===== src/hw/rtl/fdq_pkg.sv =====
`default_nettype none
// ----------------------------------------------------------------------------
// Fault debounce qualifier package
// Shared qualification state codes, register indexes and the step settings
// record passed from the register bank to the qualification logic.
// ----------------------------------------------------------------------------
package fdq_pkg;

    // Width of the step and level registers.
    localparam int CFG_STEP_BITS = 16;
    // Width of the configuration write data and register index.
    localparam int CFG_DATA_BITS = 32;
    localparam int CFG_INDEX_BITS = 3;
    // Fixed widths of the result fields and of the mask fields taken from the configuration data.
    localparam int OUT_COUNT_BITS = 16;
    localparam int OUT_ACTION_BITS = 32;
    localparam int OUT_EVENT_BITS = 8;
    localparam int CFG_MASK_BITS = 32;
    localparam int CFG_EVENT_BITS = 8;

    // Qualification state codes.
    localparam logic [1:0] QS_NONE      = 2'd0;
    localparam logic [1:0] QS_DETECTED  = 2'd1;
    localparam logic [1:0] QS_CONFIRMED = 2'd2;

    // Configuration register indexes.
    localparam logic [CFG_INDEX_BITS-1:0] REG_INC_STEP       = 3'd0;
    localparam logic [CFG_INDEX_BITS-1:0] REG_DEC_STEP       = 3'd1;
    localparam logic [CFG_INDEX_BITS-1:0] REG_MAX_COUNT      = 3'd2;
    localparam logic [CFG_INDEX_BITS-1:0] REG_RESTORE_IGN    = 3'd3;
    localparam logic [CFG_INDEX_BITS-1:0] REG_DETECT_ACTION  = 3'd4;
    localparam logic [CFG_INDEX_BITS-1:0] REG_CONFIRM_ACTION = 3'd5;
    localparam logic [CFG_INDEX_BITS-1:0] REG_RESTORE_ACTION = 3'd6;
    localparam logic [CFG_INDEX_BITS-1:0] REG_EVENT_MASK     = 3'd7;

    // Debounce step settings.
    typedef struct packed {
        logic [CFG_STEP_BITS-1:0] inc_step;
        logic [CFG_STEP_BITS-1:0] dec_step;
        logic [CFG_STEP_BITS-1:0] max_count;
        logic                     restore_at_ignition;
    } fdq_steps_t;

endpackage
`default_nettype wire


===== src/hw/rtl/fault_debounce_qualifier_top.sv =====
`default_nettype none
// ----------------------------------------------------------------------------
// Fault debounce qualifier
// Qualifies one fault channel per tick with a counter-based debounce and a
// three-state machine (no error, detected, confirmed).
// ----------------------------------------------------------------------------
// Usage:
//   Each word on the s_ channel is one tick: the raw fault bit and a suppress
//   bit. Each tick produces exactly one word on the m_ channel holding the
//   state after the tick, the debounce counter and the action and event bits
//   raised by that tick.
//   An accepted word lands in the input register; once the result register
//   is free the tick is evaluated and written into the result register, from
//   which the result is offered and taken when the receiver is ready. One
//   word is accepted per cycle while the receiver takes the results; the rate
//   is set by the single state and counter update.
//   When the receiver stalls, the result register holds its word and the
//   input register still takes one more word; s_tready then drops until the
//   result is taken.
//   Reset clears both registers, sets the state to no error, the counter to
//   zero and the configuration registers to their defaults.
//   Configuration is written through cfg_we, cfg_index and cfg_data; the user
//   must write it only while no tick is in flight, as the block does not enforce it.
// ----------------------------------------------------------------------------
module fault_debounce_qualifier_top #(
    parameter int COUNT_BITS  = 16,
    parameter int ACTION_BITS = 32,
    parameter int EVENT_BITS  = 8
) (
    input  wire logic                                aclk,
    input  wire logic                                aresetn,
    // Configuration write port.
    input  wire logic                                cfg_we,
    input  wire logic [fdq_pkg::CFG_INDEX_BITS-1:0]  cfg_index,
    input  wire logic [fdq_pkg::CFG_DATA_BITS-1:0]   cfg_data,
    // Input ticks.
    input  wire logic                                s_tvalid,
    output logic                                     s_tready,
    input  wire logic [7:0]                          s_tdata,  // [0] fault_seen, [1] suppressed
    // Results.
    output logic                                     m_tvalid,
    input  wire logic                                m_tready,
    // [1:0] fault_state, [17:2] debounce_count, [49:18] action_flags, [57:50] event_flags
    output logic [63:0]                              m_tdata
);
    import fdq_pkg::*;

    // Configuration registers.
    fdq_steps_t             steps_reg;
    logic [ACTION_BITS-1:0] detect_mask_reg;
    logic [ACTION_BITS-1:0] confirm_mask_reg;
    logic [ACTION_BITS-1:0] restore_mask_reg;
    logic [EVENT_BITS-1:0]  event_mask_reg;

    // Input register.
    logic                   in_vld_reg;
    logic                   fault_reg;
    logic                   supp_reg;

    // Qualification state.
    logic [1:0]             qual_state_reg;
    logic [COUNT_BITS-1:0]  counter_reg;

    // Result register.
    logic                   out_vld_reg;
    logic [1:0]             out_state_reg;
    logic [COUNT_BITS-1:0]  out_count_reg;
    logic [ACTION_BITS-1:0] out_action_reg;
    logic [EVENT_BITS-1:0]  out_event_reg;

    logic [1:0]             qual_state_next;
    logic [COUNT_BITS-1:0]  counter_next;
    logic [ACTION_BITS-1:0] action_next;
    logic [EVENT_BITS-1:0]  event_next;
    logic                   out_free;
    logic                   adv;

    // Handshake: the result register frees when empty or being taken.
    assign out_free = !out_vld_reg || m_tready;
    assign adv      = in_vld_reg && out_free;
    assign s_tready = !in_vld_reg || out_free;

    // Configuration register bank.
    always_ff @(posedge aclk) begin
        if (!aresetn) begin
            steps_reg.inc_step            <= CFG_STEP_BITS'(1);
            steps_reg.dec_step            <= CFG_STEP_BITS'(1);
            steps_reg.max_count           <= CFG_STEP_BITS'(10);
            steps_reg.restore_at_ignition <= 1'b0;
            detect_mask_reg               <= '0;
            confirm_mask_reg              <= '0;
            restore_mask_reg              <= '0;
            event_mask_reg                <= '0;
        end else if (cfg_we) begin
            unique case (cfg_index)
                REG_INC_STEP:       steps_reg.inc_step <= cfg_data[CFG_STEP_BITS-1:0];
                REG_DEC_STEP:       steps_reg.dec_step <= cfg_data[CFG_STEP_BITS-1:0];
                REG_MAX_COUNT:      steps_reg.max_count <= cfg_data[CFG_STEP_BITS-1:0];
                REG_RESTORE_IGN:    steps_reg.restore_at_ignition <= cfg_data[0];
                REG_DETECT_ACTION:  detect_mask_reg <= ACTION_BITS'(cfg_data[CFG_MASK_BITS-1:0]);
                REG_CONFIRM_ACTION: confirm_mask_reg <= ACTION_BITS'(cfg_data[CFG_MASK_BITS-1:0]);
                REG_RESTORE_ACTION: restore_mask_reg <= ACTION_BITS'(cfg_data[CFG_MASK_BITS-1:0]);
                REG_EVENT_MASK:     event_mask_reg <= EVENT_BITS'(cfg_data[CFG_EVENT_BITS-1:0]);
                default:            event_mask_reg <= event_mask_reg;
            endcase
        end
    end

    // Input register: takes a word whenever it is empty or moving on.
    always_ff @(posedge aclk) begin
        if (!aresetn) begin
            in_vld_reg <= 1'b0;
        end else if (s_tready) begin
            in_vld_reg <= s_tvalid;
        end
    end

    always_ff @(posedge aclk) begin
        if (s_tready && s_tvalid) begin
            fault_reg <= s_tdata[0];
            supp_reg  <= s_tdata[1];
        end
    end

    // Tick evaluation.
    fdq_step #(
        .COUNT_BITS  (COUNT_BITS),
        .ACTION_BITS (ACTION_BITS),
        .EVENT_BITS  (EVENT_BITS)
    ) u_step (
        .qual_state          (qual_state_reg),
        .counter             (counter_reg),
        .fault_seen          (fault_reg),
        .suppressed          (supp_reg),
        .steps               (steps_reg),
        .detect_action_mask  (detect_mask_reg),
        .confirm_action_mask (confirm_mask_reg),
        .restore_action_mask (restore_mask_reg),
        .event_mask          (event_mask_reg),
        .qual_state_next     (qual_state_next),
        .counter_next        (counter_next),
        .action_flags        (action_next),
        .event_flags         (event_next)
    );

    // State and result valid update.
    always_ff @(posedge aclk) begin
        if (!aresetn) begin
            qual_state_reg <= QS_NONE;
            counter_reg    <= '0;
            out_vld_reg    <= 1'b0;
        end else begin
            if (adv) begin
                qual_state_reg <= qual_state_next;
                counter_reg    <= counter_next;
            end
            if (out_free) begin
                out_vld_reg <= in_vld_reg;
            end
        end
    end

    // Result payload.
    always_ff @(posedge aclk) begin
        if (adv) begin
            out_state_reg  <= qual_state_next;
            out_count_reg  <= counter_next;
            out_action_reg <= action_next;
            out_event_reg  <= event_next;
        end
    end

    // Output packing.
    assign m_tvalid = out_vld_reg;
    assign m_tdata  = {6'd0,
                       OUT_EVENT_BITS'(out_event_reg),
                       OUT_ACTION_BITS'(out_action_reg),
                       OUT_COUNT_BITS'(out_count_reg),
                       out_state_reg};

`ifndef SYNTH
    // The counter is zero whenever the channel is in the no error state.
    a_none_zero_count: assert property (@(posedge aclk) disable iff (!aresetn)
        (qual_state_reg == QS_NONE) |-> (counter_reg == '0))
        else $error("counter nonzero in no error state");

    // Event bits are only reported together with a confirmed state.
    a_event_confirmed: assert property (@(posedge aclk) disable iff (!aresetn)
        (m_tvalid && (m_tdata[57:50] != 8'd0)) |-> (m_tdata[1:0] == QS_CONFIRMED))
        else $error("event bits outside confirmed state");

    // State only moves when a tick is evaluated.
    a_state_hold: assert property (@(posedge aclk) disable iff (!aresetn)
        (aresetn && !adv) |=> ($stable(counter_reg) && $stable(qual_state_reg)))
        else $error("state changed without a tick");

    // A full input stage behind a stalled result blocks new words.
    a_stall_blocks: assert property (@(posedge aclk) disable iff (!aresetn)
        (in_vld_reg && out_vld_reg && !m_tready) |-> !s_tready)
        else $error("input accepted while both stages are full");
`endif

endmodule
`default_nettype wire


===== src/hw/rtl/fdq_step.sv =====
`default_nettype none
// ----------------------------------------------------------------------------
// Fault debounce qualifier step logic
// Combinational next-state logic for one tick: state machine, debounce
// counter update and the action and event bits raised by the tick.
// ----------------------------------------------------------------------------
module fdq_step #(
    parameter int COUNT_BITS  = 16,
    parameter int ACTION_BITS = 32,
    parameter int EVENT_BITS  = 8
) (
    input  wire logic [1:0]             qual_state,
    input  wire logic [COUNT_BITS-1:0]  counter,
    input  wire logic                   fault_seen,
    input  wire logic                   suppressed,
    input  wire fdq_pkg::fdq_steps_t    steps,
    input  wire logic [ACTION_BITS-1:0] detect_action_mask,
    input  wire logic [ACTION_BITS-1:0] confirm_action_mask,
    input  wire logic [ACTION_BITS-1:0] restore_action_mask,
    input  wire logic [EVENT_BITS-1:0]  event_mask,
    output logic      [1:0]             qual_state_next,
    output logic      [COUNT_BITS-1:0]  counter_next,
    output logic      [ACTION_BITS-1:0] action_flags,
    output logic      [EVENT_BITS-1:0]  event_flags
);
    import fdq_pkg::*;

    // Comparisons are made one bit wider than either operand so sums never wrap.
    localparam int SUM_BITS = ((COUNT_BITS > CFG_STEP_BITS) ? COUNT_BITS : CFG_STEP_BITS) + 1;

    logic [SUM_BITS-1:0] cnt_w;
    logic [SUM_BITS-1:0] inc_w;
    logic [SUM_BITS-1:0] dec_w;
    logic [SUM_BITS-1:0] max_w;
    logic [SUM_BITS-1:0] sum_w;
    logic [SUM_BITS-1:0] diff_w;
    logic                reach_max;
    logic                at_floor;
    logic                latch;

    // Widened operands and the shared add and subtract.
    assign cnt_w     = SUM_BITS'(counter);
    assign inc_w     = SUM_BITS'(steps.inc_step);
    assign dec_w     = SUM_BITS'(steps.dec_step);
    assign max_w     = SUM_BITS'(steps.max_count);
    assign sum_w     = cnt_w + inc_w;
    assign diff_w    = cnt_w - dec_w;
    assign reach_max = (sum_w >= max_w);
    assign at_floor  = (cnt_w <= dec_w);
    assign latch     = steps.restore_at_ignition;

    // State machine for one tick.
    always_comb begin
        qual_state_next = qual_state;
        counter_next    = counter;
        action_flags    = '0;
        event_flags     = '0;
        unique case (qual_state)
            QS_NONE: begin
                if (!suppressed && fault_seen) begin
                    action_flags = detect_action_mask;
                    qual_state_next = QS_DETECTED;
                    if (inc_w < max_w) begin
                        counter_next = COUNT_BITS'(inc_w);
                    end else if (reach_max) begin
                        // The increment alone reaches the level: confirm at once.
                        counter_next    = COUNT_BITS'(max_w);
                        qual_state_next = QS_CONFIRMED;
                        action_flags    = detect_action_mask | confirm_action_mask;
                        event_flags     = event_mask;
                    end else begin
                        counter_next = COUNT_BITS'(sum_w);
                    end
                end
            end
            QS_DETECTED: begin
                if (!suppressed) begin
                    if (fault_seen) begin
                        if (reach_max) begin
                            counter_next    = COUNT_BITS'(max_w);
                            qual_state_next = QS_CONFIRMED;
                            action_flags    = confirm_action_mask;
                            event_flags     = event_mask;
                        end else begin
                            counter_next = COUNT_BITS'(sum_w);
                        end
                    end else if (at_floor) begin
                        counter_next    = '0;
                        qual_state_next = QS_NONE;
                    end else begin
                        counter_next = COUNT_BITS'(diff_w);
                    end
                end
            end
            QS_CONFIRMED: begin
                if (fault_seen || latch) begin
                    // The counter is only written when it reaches the level.
                    if (!latch && reach_max) begin
                        counter_next = COUNT_BITS'(max_w);
                    end
                    action_flags = confirm_action_mask;
                    event_flags  = event_mask;
                end else if (at_floor) begin
                    qual_state_next = QS_NONE;
                    counter_next    = '0;
                    action_flags    = restore_action_mask;
                end else begin
                    counter_next = COUNT_BITS'(diff_w);
                    action_flags = confirm_action_mask;
                    event_flags  = event_mask;
                end
            end
            default: begin
                // Unused code: state and counter are held, nothing is raised.
                qual_state_next = qual_state;
            end
        endcase
    end

endmodule
`default_nettype wire

===== config.mk =====
export PLATFORM = sky130hd
export DESIGN_NAME = fault_debounce_qualifier_top
export DESIGN_NICKNAME = d
export VERILOG_FILES = /design/src/hw/rtl/fdq_pkg.sv /design/src/hw/rtl/fault_debounce_qualifier_top.sv /design/src/hw/rtl/fdq_step.sv
export SDC_FILE = /design/constraint.sdc
export NUM_CORES = 1
export LEC_CHECK = 0
export BUFFER_PORTS_ARGS = -buffer_cell sky130_fd_sc_hd__buf_2
export CAP_MARGIN = 5
export CORE_MARGIN = 2
export CORE_UTILIZATION = 45
export DETAILED_ROUTE_END_ITERATION = 6
export HOLD_SLACK_MARGIN = 0.03
export PLACE_DENSITY = 0.73
export SYNTH_ARGS = -nofsm -noshare
export SYNTH_HDL_FRONTEND = slang
export SYNTH_SLANG_ARGS = --single-unit

===== constraint.sdc =====
create_clock -name aclk -period 4.9 [get_ports aclk]
set_input_delay 1.225 -clock aclk [delete_from_list [all_inputs] [get_ports aclk]]
set_output_delay 1.225 -clock aclk [all_outputs]
set_load 0.03 [all_outputs]

# Yosys cells after proc, flatten, opt, wreduce, memory -nomap -nowiden
# Cells that the tools add are included.
# totals
inputBits	48
ff_bits	233
out_inout_bits	66
# op_classes
n_mux	35
order_cmp	3
n_eq_ne	9
add_sub_neg	2
n_reduce_logical	21
bitwise	1
# ops
op	count
two-way mux 32 bit	8
two-way mux 16 bit	8
one-hot mux 32 bit (3 select lines)	1
two-way mux 8 bit	7
one-hot mux 16 bit (3 select lines)	1
bitwise OR 32 bit	1
one-hot mux 8 bit (3 select lines)	1
adder 16 x 16 -> 17 bit	1
greater-or-equal comparator 17 x 16 -> 1 bit	1
less-or-equal comparator 16 bit	1
less-than comparator 16 bit	1
two-way mux 2 bit	8
AND reduction 2 bit	8
subtractor 16 bit	1
== test 3 bit, second input constant	4
== test 3 x 2 -> 1 bit, second input constant	2
one-hot mux 2 bit (3 select lines)	1
logical AND 1 bit	4
zero test 1 bit	4
== test 3 x 1 -> 1 bit, second input constant	1
zero test 3 bit	1
logical OR 1 bit	3
== test 2 x 1 -> 1 bit, second input constant	1
== test 2 bit, second input constant	1
zero test 2 bit	1

# Depth between registers and ports, before layout
# Gate-level depths: netlist of run 1.
# logic_depth
word_depth	6
depth_mapped	20
depth_no_buf	18

# Hierarchy
# Synthesis of run 1 repeated with hierarchy kept, for this count alone.
# hier_totals
hier_cells	1393
area_unflattened_um2	12349.3
# modules_own_cells
mod	seq_area_each_um2	n_inst	area_per_inst_um2	cells_per_inst
fault_debounce_qualifier_top	5265.0	1	7803.7	706
fdq_step	0.0	1	4545.6	687

# Worst setup path before layout of run 1
# No wires, ideal clock.
# synth_timing
path_type	reg2reg
startpoint	register steps_reg[36] (netlist bit)
endpoint	register out_count_reg[6] (data pin)
t_required_ps	4637
path_buffers	1
t_arrival_ps	4117
path_stages_with_launch	20
setup_ps	263
setup_slack_ps	520
path_cell_list	dfxtp_1 ha_1 a21o_1 a21oi_1 a21oi_1 o311ai_0 o21ai_0 a21oi_1 xnor2_1 ha_1 nand4_1 nor4_1 a2111oi_4 o221ai_2 o21ai_2 buf_2 mux2i_1 o22ai_1 a211oi_1 nor2_1
# synth_between
elab_chain_cells	6
# synth_lines
element	line_no	rtl
from (decl)	fault_debounce_qualifier_top.sv:49	fdq_steps_t steps_reg;
adder 16 x 16 -> 17 bit	fdq_step.sv:46	assign sum_w = cnt_w + inc_w;
greater-or-equal comparator 17 x 16 -> 1 bit	fdq_step.sv:48	assign reach_max = (sum_w >= max_w);
two-way mux 16 bit or logical AND 1 bit (tied branches)	fdq_step.sv:65, fdq_step.sv:79, fdq_step.sv:98	
two-way mux 16 bit (on tied branches)	fdq_step.sv:78, fdq_step.sv:63, fdq_step.sv:98	
two-way mux 16 bit (on tied branches)	fdq_step.sv:77, fdq_step.sv:60, fdq_step.sv:96	
one-hot mux 16 bit (3 select lines) (*)	fdq_step.sv:58	unique case (qual_state)
net counter_next[6]	fault_debounce_qualifier_top.sv:72	logic [COUNT_BITS-1:0] counter_next;
to (signal assigned)	fault_debounce_qualifier_top.sv:167	out_count_reg <= counter_next;
to (decl)	fault_debounce_qualifier_top.sv:67	logic [COUNT_BITS-1:0] out_count_reg;
# The timed path passes the listed nets; every way through them passes the cells marked *.
# A chain may end at the register's enable or synchronous reset.

# Worst setup path after layout of run 1
# layout_timing
startpoint	register steps_reg[33] (netlist bit)
endpoint	register counter_reg[12]
# layout_between
elab_chain_cells	6
# layout_lines
element	line_no	rtl
adder 16 x 16 -> 17 bit	fdq_step.sv:46	
greater-or-equal comparator 17 x 16 -> 1 bit	fdq_step.sv:48	
two-way mux 16 bit or logical AND 1 bit (tied branches)	fdq_step.sv:65, fdq_step.sv:79, fdq_step.sv:98	
two-way mux 16 bit (on tied branches)	fdq_step.sv:78, fdq_step.sv:63, fdq_step.sv:98	
two-way mux 16 bit (on tied branches)	fdq_step.sv:77, fdq_step.sv:60, fdq_step.sv:96	
one-hot mux 16 bit (3 select lines) (*)	fdq_step.sv:58	
to (signal assigned)	fault_debounce_qualifier_top.sv:155	counter_reg <= counter_next;
to (decl)	fault_debounce_qualifier_top.sv:62	logic [COUNT_BITS-1:0] counter_reg;
# Every way passes the cells marked *; elsewhere a longest branch is shown, timed or not.

==> results of run 1 <==
-- cells by family (layout without fill, tap and decap cells) --
kind of cell,count (synthesis),in the layout,synth area share
DFF,233,233,0.4035
buffers and inverters,177,296,0.05418
xor gates and xnor gates,21,21,0.01409
other,1,7,0.0002874
and+or+nand+nor,564,564,0.1869
AOI/OAI and AO/OA,480,480,0.2668
adders and majority gates,65,65,0.06348
muxes,14,14,0.01083
-- routing by layer --
metal  GRT usage  share of wire  up-vias
met5           0        0.00052        -
met4      0.1194          0.050        4
met3     0.05971           0.11      158
met2      0.4094           0.43      659
met1      0.3657           0.41     5720
li1            -              -     5736
-- what timing repair did --
action / 4_1_cts / 5_1_grt
buffers inserted: 0 / 3
pin swaps: 1 / 9
resized for setup: 4 / 10
setup endpoints to repair: 3 / 58
-- cells in the final DEF (no fill, tap or decap), drive strengths merged, types with 18 or more instances in the layout --
| cell type | Yosys | layout |
|---|---|---|
| ha | 63 | 63 |
| a21boi | 152 | 152 |
| a21oi | 70 | 70 |
| o211ai | 18 | 18 |
| nor2 | 59 | 59 |
| buf | 21 | 172 |
| nand2b | 25 | 25 |
| dfxtp | 173 | 173 |
| nand2 | 371 | 371 |
| nand3 | 32 | 32 |
| a31oi | 19 | 19 |
| o21ai | 67 | 67 |
| a21o | 21 | 21 |
| clkbuf | 78 | 30 |
| a222oi | 32 | 32 |
| edfxtp | 60 | 60 |
| inv | 77 | 80 |
-- metrics by stage --
| step | hold WS, ns | setup TNS, ns |
|---|---|---|
| after floorplan | 0.4388 | 0 |
| after global placement | 0.4465 | 0 |
| after detailed placement | 0.4549 | -0.007998 |
| after CTS | 0.4636 | 0 |
| after global routing | 0.4856 | -0.001649 |
| final | 0.4595 | 0 |
-- worst min-delay path: stages (launching register included) --
cell and delay [ns]:
dfxtp_1 0.30, nand2_1 0.04, a21boi_0 0.06
-- where the power goes --
part           switching (mW)  internal, mW
registers              0.0372          2.04
clock network           0.803          1.11
logic                   0.766         0.433
-- worst max-delay path by stage --
stage	from	end	slack, ns	cells after the start
2_1_floorplan	steps_reg[36]	out_count_reg[6]	0.52	19
3_3_place_gp	steps_reg[36]	out_count_reg[0]	0.04	19
3_5_place_dp	steps_reg[33]	out_count_reg[0]	-0.008	19
4_1_cts	steps_reg[33]	out_count_reg[0]	0.04	18
5_1_grt	steps_reg[33]	out_action_reg[29]	-0.002	20
6_report	steps_reg[33]	counter_reg[12]	0.04	20
-- layout make-up --
class	count	area, sq um
flip-flops and latches	233	5268
clock buffers	30	684.4
diodes	1	2.502
well taps	384	480.5
repair buffers	172	1091
multi-input cells	1150	7193
clock inverters	16	155.1
fillers	2633	13460
inverters	78	292.8
==> Flow_metrics.wiki, run 1 <==
{| class="wikitable"
! Metric !! Value
|-
| Outcome || finished with violations
|-
| Failing checks || DRC
|-
| Crit path required time || 5.34 ns
|-
| Via/cell ratio || 5.948
|-
| Wire length of the first global-routing pass || 64.63 mm
|-
| Die ar. || 30380 sq um
|-
| Post-detailed-route DRC marker count || 5
|-
| Initial antenna violation count || 4
|-
| Final hold violations || 0
|-
| Final worst path period need || 4.860 ns
|-
| Max-slew violation total from the final report || 0
|-
| Worst-margin pin slew || 1.216 ns
|-
| Cell with the largest stage delay on the worst path || fa_1
|-
| Worst Path Buf+Inv || 3
|-
| Cell at the root of the clock tree || clkbuf_16
|-
| Gate family responsible for the most delay along the worst path || compound AO/OA/AOI/OAI gates
|-
| Class of the most critical setup path || reg2reg
|-
| Sequential cell area fraction in the yosys report || 0.4035
|-
| Capture point of the worst reg-to-reg path || counter_reg[12]
|-
| Final instance area || 15170 sq um
|-
| Data arrival, critical path || 5.29 ns
|-
| Number of buffers added on ports || 101
|-
| Worst setup skew after layout || 0.01174 ns
|-
| Top flip-flop cell by instance count after synthesis || dfxtp_1
|-
| Total power || 5.196 mW
|-
| Max-slew headroom at the worst pin || 0.1866
|-
| Initial Util || 0.4559
|-
| Clock net sink count || 233
|-
| Standard cell core area || 28630 sq um
|-
| Worst hold stages || 2
|-
| # H-tree levels || 1
|-
| Worst path cell trace || ha_2, inv_1, fa_1, nand2b_1, a21oi_2, nor2_1, o21ai_0, xor2_1, ha_1, nand4_1, nor4_1, a2111oi_4, o221ai_4, nor2_4, buf_4, buf_12, mux2i_1, a211o_1, nand4_1, o221a_2
|-
| Gate count of the mapped netlist || 1555
|-
| Largest area contributor in the synthesized netlist || dfxtp_1
|-
| GP Congestion || 1.092
|-
| Type of destination of the critical path || flop
|-
| Cell mode on critical path || nand4_1
|-
| Seq cells post-synth || 233
|-
| PnR worst setup slack || 0.04034 ns
|-
| Setup slack after placement || -0.007998 ns
|-
| Number of placed cells counting well taps || 2014
|-
| Fraction of layout cells with a size suffix above 1 || 0.1554
|-
| Leakage || 6.083 nW
|-
| Portion of synthesized cell area occupied by the leading cell type || 0.2654
|-
| Most repeated cell in the gate-level netlist after synthesis || nand2_1
|-
| # rows || 62
|-
| Syn Std Cell Area || 13050 sq um
|-
| Number of global-route vias before repair || 11667
|-
| YS warnings || 0
|-
| Layout overhead on the synthesized area || 16.23%
|-
| Final global-route overflow total || 0
|-
| Ratio of final minimum period to clock period || 0.9918
|-
| Number of buffers added by the clock tree synthesis step || 25
|-
| Avg Inst Size Synth || 8.391 sq um
|-
| Post-synth EDFFs || 60
|-
| Crit path max fanout || 17
|-
| Largest cells by area after synthesis || dfxtp_1 (27%), edfxtp_1 (14%), nand2_1 (11%)
|-
| Largest net degree at the start of global routing || 122
|-
| Startpoint types || flop
|-
| Half-perimeter wire length after detailed placement || 29.34 mm
|-
| Synth cell types || 75
|-
| Bufs on Longest Clock Path || 3
|-
| Endpoint, Worst Hold || event_mask_reg[4]
|-
| Average routed wire per standard cell || 20.34 um
|-
| Insertion delay to the later sink of the worst-skew pair || 0.55 ns
|-
| Die X-Extent || 174.3 um
|-
| Worst R2R Start || steps_reg[33]
|-
| Worst setup slack for register-to-register paths || 0.04 ns
|-
| Leading post-synthesis cells by instance count || nand2_1 (371), dfxtp_1 (173), a21boi_0 (152)
|-
| Utilization after layout || 0.5299
|-
| Worst supply voltage drop on vdd || 0.2476 mV
|-
| Max Fclk || 205.8 MHz
|-
| Slowest Stage Delay on Critical Path || 0.40 ns
|-
| Number of setup violations in the final report || 0
|-
| Pwr/cell area || 342.6 nW/um^2
|-
| Detailed Route WL || 41.99 mm
|-
| Clock tree from TritonCTS || done
|-
| All-layer global routing usage || 0.2689
|-
| Hold wc startpoint || event_mask_reg[4]
|-
| Max-cap check violation count || 0
|-
| Number of flip-flops under the largest register name || 49
|-
| Vias after detailed routing || 12277
|-
| Boundary pin count || 114
|-
| Vert. Die Dim || 174.3 um
|-
| Class of the tightest hold or removal check || reg2reg
|-
| Detailed router's first-iteration violation count || 1454
|-
| Final layout net count || 1773
|-
| Proportion of synthesized flip-flops having asynchronous set or reset || 0
|-
| Router iterations before antenna repair || 7
|-
| Total placed instance area || 14240 sq um
|-
| Post-route antenna net violation count || 0
|-
| Final Instance Count excl. Fillers || 2064
|-
| Clock-pin slew of the registers on the worst-case setup and hold paths || 0.06 ns
|-
| Hold Buf Count CTS || 0
|-
| Worst reg2reg path depth || 20
|}
(Power assumes the default switching activity.)
==> run 2: changes to the inputs <==
--- a/config.mk
+++ b/config.mk
@@ -5,10 +5,12 @@
 export SDC_FILE = /design/constraint.sdc
 export NUM_CORES = 1
 export LEC_CHECK = 0
+export ABC_AREA = 1
 export BUFFER_PORTS_ARGS = -buffer_cell sky130_fd_sc_hd__buf_2
 export CAP_MARGIN = 5
 export CORE_MARGIN = 2
 export CORE_UTILIZATION = 45
+export CTS_CLUSTER_DIAMETER = 80
 export DETAILED_ROUTE_END_ITERATION = 6
 export HOLD_SLACK_MARGIN = 0.03
 export PLACE_DENSITY = 0.73
==> run 2 against run 1 <==
The run now ends clean. Sequential share of layout area up 1.5 points. Utilization decreased by 1.1 points. Clock skew up 0.0090 ns. Maximum frequency is 14% higher. Setup slack improved by 0.60 ns.
==> Flow_metrics.wiki, run 2 <==
{| class="wikitable"
! Metric !! Value
|-
| Utilization after layout || 0.5192 (-0.01067)
|-
| Proportion of synthesized flip-flops having asynchronous set or reset || 0 (unchanged)
|-
| Most common library cell in the layout ignoring fill and taps || nand2_1
|-
| Worst-margin pin slew || 1.128 ns (-0.08756 ns)
|-
| Router iterations before antenna repair || 6 (-1)
|-
| Number of buffers added by the clock tree synthesis step || 24 (-4.0%)
|-
| Final hold violations || 0 (unchanged)
|-
| Avg Inst Size Synth || 7.282 sq um (-13%)
|-
| Insertion delay to the later sink of the worst-skew pair || 0.54 ns (about the same)
|-
| Resize count post-CTS || 0 (-4)
|-
| Detailed router's first-iteration violation count || 1128 (-22%)
|-
| Leading cell types in the layout, fill and taps excluded || nand2_1 (356), nor2_1 (262), o21ai_0 (200)
|-
| Class of the tightest hold or removal check || reg2reg
|-
| Cell mode on critical path || nand2_1
|-
| Clock net sink count || 233 (unchanged)
|-
| # H-tree levels || 1 (unchanged)
|-
| Fraction of layout cells with a size suffix above 1 || 0.1151 (-0.04033)
|-
| Worst setup skew after layout || 0.02078 ns (+0.009038 ns)
|-
| Max Fclk || 234.5 MHz (+14%)
|-
| Startpoint types || flop
|-
| Post-detailed-route DRC marker count || 0 (-5)
|-
| Synth cell types || 40 (-47%)
|-
| Data arrival, critical path || 4.69 ns (-0.60 ns)
|-
| Initial Util || 0.4601 (+0.004280)
|-
| Cell at the root of the clock tree || clkbuf_16
|-
| Vias after detailed routing || 12149 (-1.0%)
|-
| # rows || 61 (-1.6%)
|-
| Bufs on Longest Clock Path || 3 (unchanged)
|-
| Type of destination of the critical path || flop
|-
| Largest cells by area after synthesis || dfxtp_1 (27%), edfxtp_1 (14%), nand2_1 (10%)
|-
| Boundary pin count || 114 (unchanged)
|-
| Clock-pin slew of the registers on the worst-case setup and hold paths || 0.07 ns (about the same)
|-
| Detailed Route WL || 38.10 mm (-9.3%)
|-
| Cell with the largest stage delay on the worst path || dfxtp_1
|-
| Number of global-route vias before repair || 11472 (-1.7%)
|-
| Largest area contributor in the synthesized netlist || dfxtp_1
|-
| Final layout net count || 1954 (+10%)
|-
| Max-slew violation total from the final report || 0 (unchanged)
|-
| Final worst path period need || 4.264 ns (-0.5961 ns)
|-
| Most repeated cell in the gate-level netlist after synthesis || nand2_1
|-
| Crit path required time || 5.33 ns (about the same)
|-
| Leakage || 6.520 nW (+7.2%)
|-
| Ratio of final minimum period to clock period || 0.8701 (-0.1217)
|-
| YS warnings || 0 (unchanged)
|-
| Top flip-flop cell by instance count after synthesis || dfxtp_1
|-
| Crit path max fanout || 41 (+24)
|-
| Syn Std Cell Area || 12890 sq um (-1.2%)
|-
| Post-route antenna net violation count || 0 (unchanged)
|-
| Number of setup violations in the final report || 0 (unchanged)
|-
| Vert. Die Dim || 173.2 um (-0.60%)
|-
| Wire length of the first global-routing pass || 60.79 mm (-5.9%)
|-
| Outcome || complete, no violations
|-
| Number of flip-flops under the largest register name || 49 (unchanged)
|-
| Seq cells post-synth || 233 (unchanged)
|-
| Die ar. || 30010 sq um (-1.2%)
|-
| Class of the most critical setup path || reg2reg
|-
| Average routed wire per standard cell || 17.02 um (-16%)
|-
| Worst supply voltage drop on vdd || 0.3169 mV (+28%)
|-
| Postcts setup bufs || 0 (unchanged)
|-
| Final global-route overflow total || 0 (unchanged)
|-
| GP Congestion || 0.9327 (-15%)
|-
| Slowest Stage Delay on Critical Path || 0.44 ns (+0.04 ns)
|-
| Leading post-synthesis cells by instance count || nand2_1 (356), nor2_1 (266), o21ai_0 (200)
|-
| Clock tree from TritonCTS || done
|-
| Setup repair after global routing missed its margin || no
|-
| Pwr/cell area || 360.0 nW/um^2 (+5.1%)
|-
| Sequential cell area fraction in the yosys report || 0.4085 (+0.005014)
|-
| Die X-Extent || 173.2 um (-0.60%)
|-
| Post-synth EDFFs || 60 (unchanged)
|-
| All-layer global routing usage || 0.2503 (-0.01864)
|-
| Portion of synthesized cell area occupied by the leading cell type || 0.2687 (+0.003298)
|-
| Layout overhead on the synthesized area || 12.83%
|-
| Largest net degree at the start of global routing || 71 (-42%)
|-
| Max-cap check violation count || 0 (unchanged)
|-
| Standard cell core area || 28010 sq um (-2.1%)
|-
| Via/cell ratio || 5.429 (-8.7%)
|-
| Number of buffers added on ports || 101 (unchanged)
|-
| Max-slew headroom at the worst pin || 0.2452 (+0.05859)
|-
| Hold Buf Count CTS || 0 (unchanged)
|-
| Gate count of the mapped netlist || 1770 (+14%)
|-
| Initial antenna violation count || 3 (-1)
|-
| Setup TNS after final layout || 0 ns (unchanged)
|-
| Half-perimeter wire length after detailed placement || 26.06 mm (-11%)
|}
## run 2: cell count changes after synthesis, moves of 32 or more
cell      previous run  this run
a21oi_1             67       163
nand3_1             32       116
o21ai_0             62       200
nor2_1              57       266
inv_1               77       171
a21boi_0           152         0
a222oi_1            32         0
## run 2: worst max-delay path: cells and delay by family, from the launching register on
kind / cells / cell delay, ns
AOI/OAI and AO/OA: 3 / 0.31
buffers and inverters: 6 / 0.67
and+or+nand+nor: 17 / 1.80
DFF: 1 / 0.44
adders and majority gates: 3 / 0.89
## run 2: cell families after synthesis
kind of cell	synth area share
DFF	0.4085
adders and majority gates	0.06427
AOI/OAI and AO/OA	0.1810
buffers and inverters	0.08475
and+or+nand+nor	0.2483
other	0.0002910
xor gates and xnor gates	0.01291
## run 2: per-layer routing
| layer | vias to the layer above | share of wire | routed length, um | global-route usage |
|---|---|---|---|---|
| met5 | - | 0.00071 | 27 | 0 |
| met4 | 4 | 0.041 | 1558 | 0.09428 |
| met3 | 107 | 0.087 | 3297 | 0.05110 |
| met2 | 531 | 0.45 | 17120 | 0.4028 |
| met1 | 5530 | 0.42 | 16100 | 0.3320 |
| li1 | 5977 | - | - | - |
## run 2: final timing paths
path / from / endpoint / slack (ns) / cells past startpoint
worst max-delay path: counter_reg[0] / qual_state_reg[1] / 0.64 / 29
worst min-delay path: event_mask_reg[3] / event_mask_reg[3] / 0.45 / 2
worst max register to register: counter_reg[0] / qual_state_reg[1] / 0.64 / 29
worst min register to register: event_mask_reg[3] / event_mask_reg[3] / 0.45 / 2
## run 2: final cells by class
class                           count  area [sq um]
Inverter                          179         675.6
Fill cell                        2734         13470
Tap cell                          378         473.0
Clock inverter                     12         163.9
Clock buffer                       32         681.9
Timing Repair Buffer              126         720.7
Sequential cell                   233          5265
Multi-Input combinational cell   1277          6560
Antenna cell                        1         2.502
## run 2: power breakdown
group	switching [mW]	internal (mW)
logic	0.834	0.349
registers	0.0592	2.07
clock network	0.781	1.14
total	1.67	3.56
## run 2: per-stage QoR
stage | instance area (sq um) | power (mW) | worst slack (ns) | instances | hold slack (ns)
4_1_cts | 14540 | 5.247 | 0.6321 | 2237 | 0.4566
3_5_place_dp | 13690 | 3.326 | 0.6715 | 2193 | 0.4467
6_report | 14540 | 5.235 | 0.6364 | 2238 | 0.4543
3_3_place_gp | 13690 | 3.312 | 0.7011 | 2193 | 0.4392
2_1_floorplan | 12910 | 3.016 | 1.119 | 1775 | 0.4300
5_1_grt | 14540 | 5.486 | 0.2700 | 2237 | 0.4741
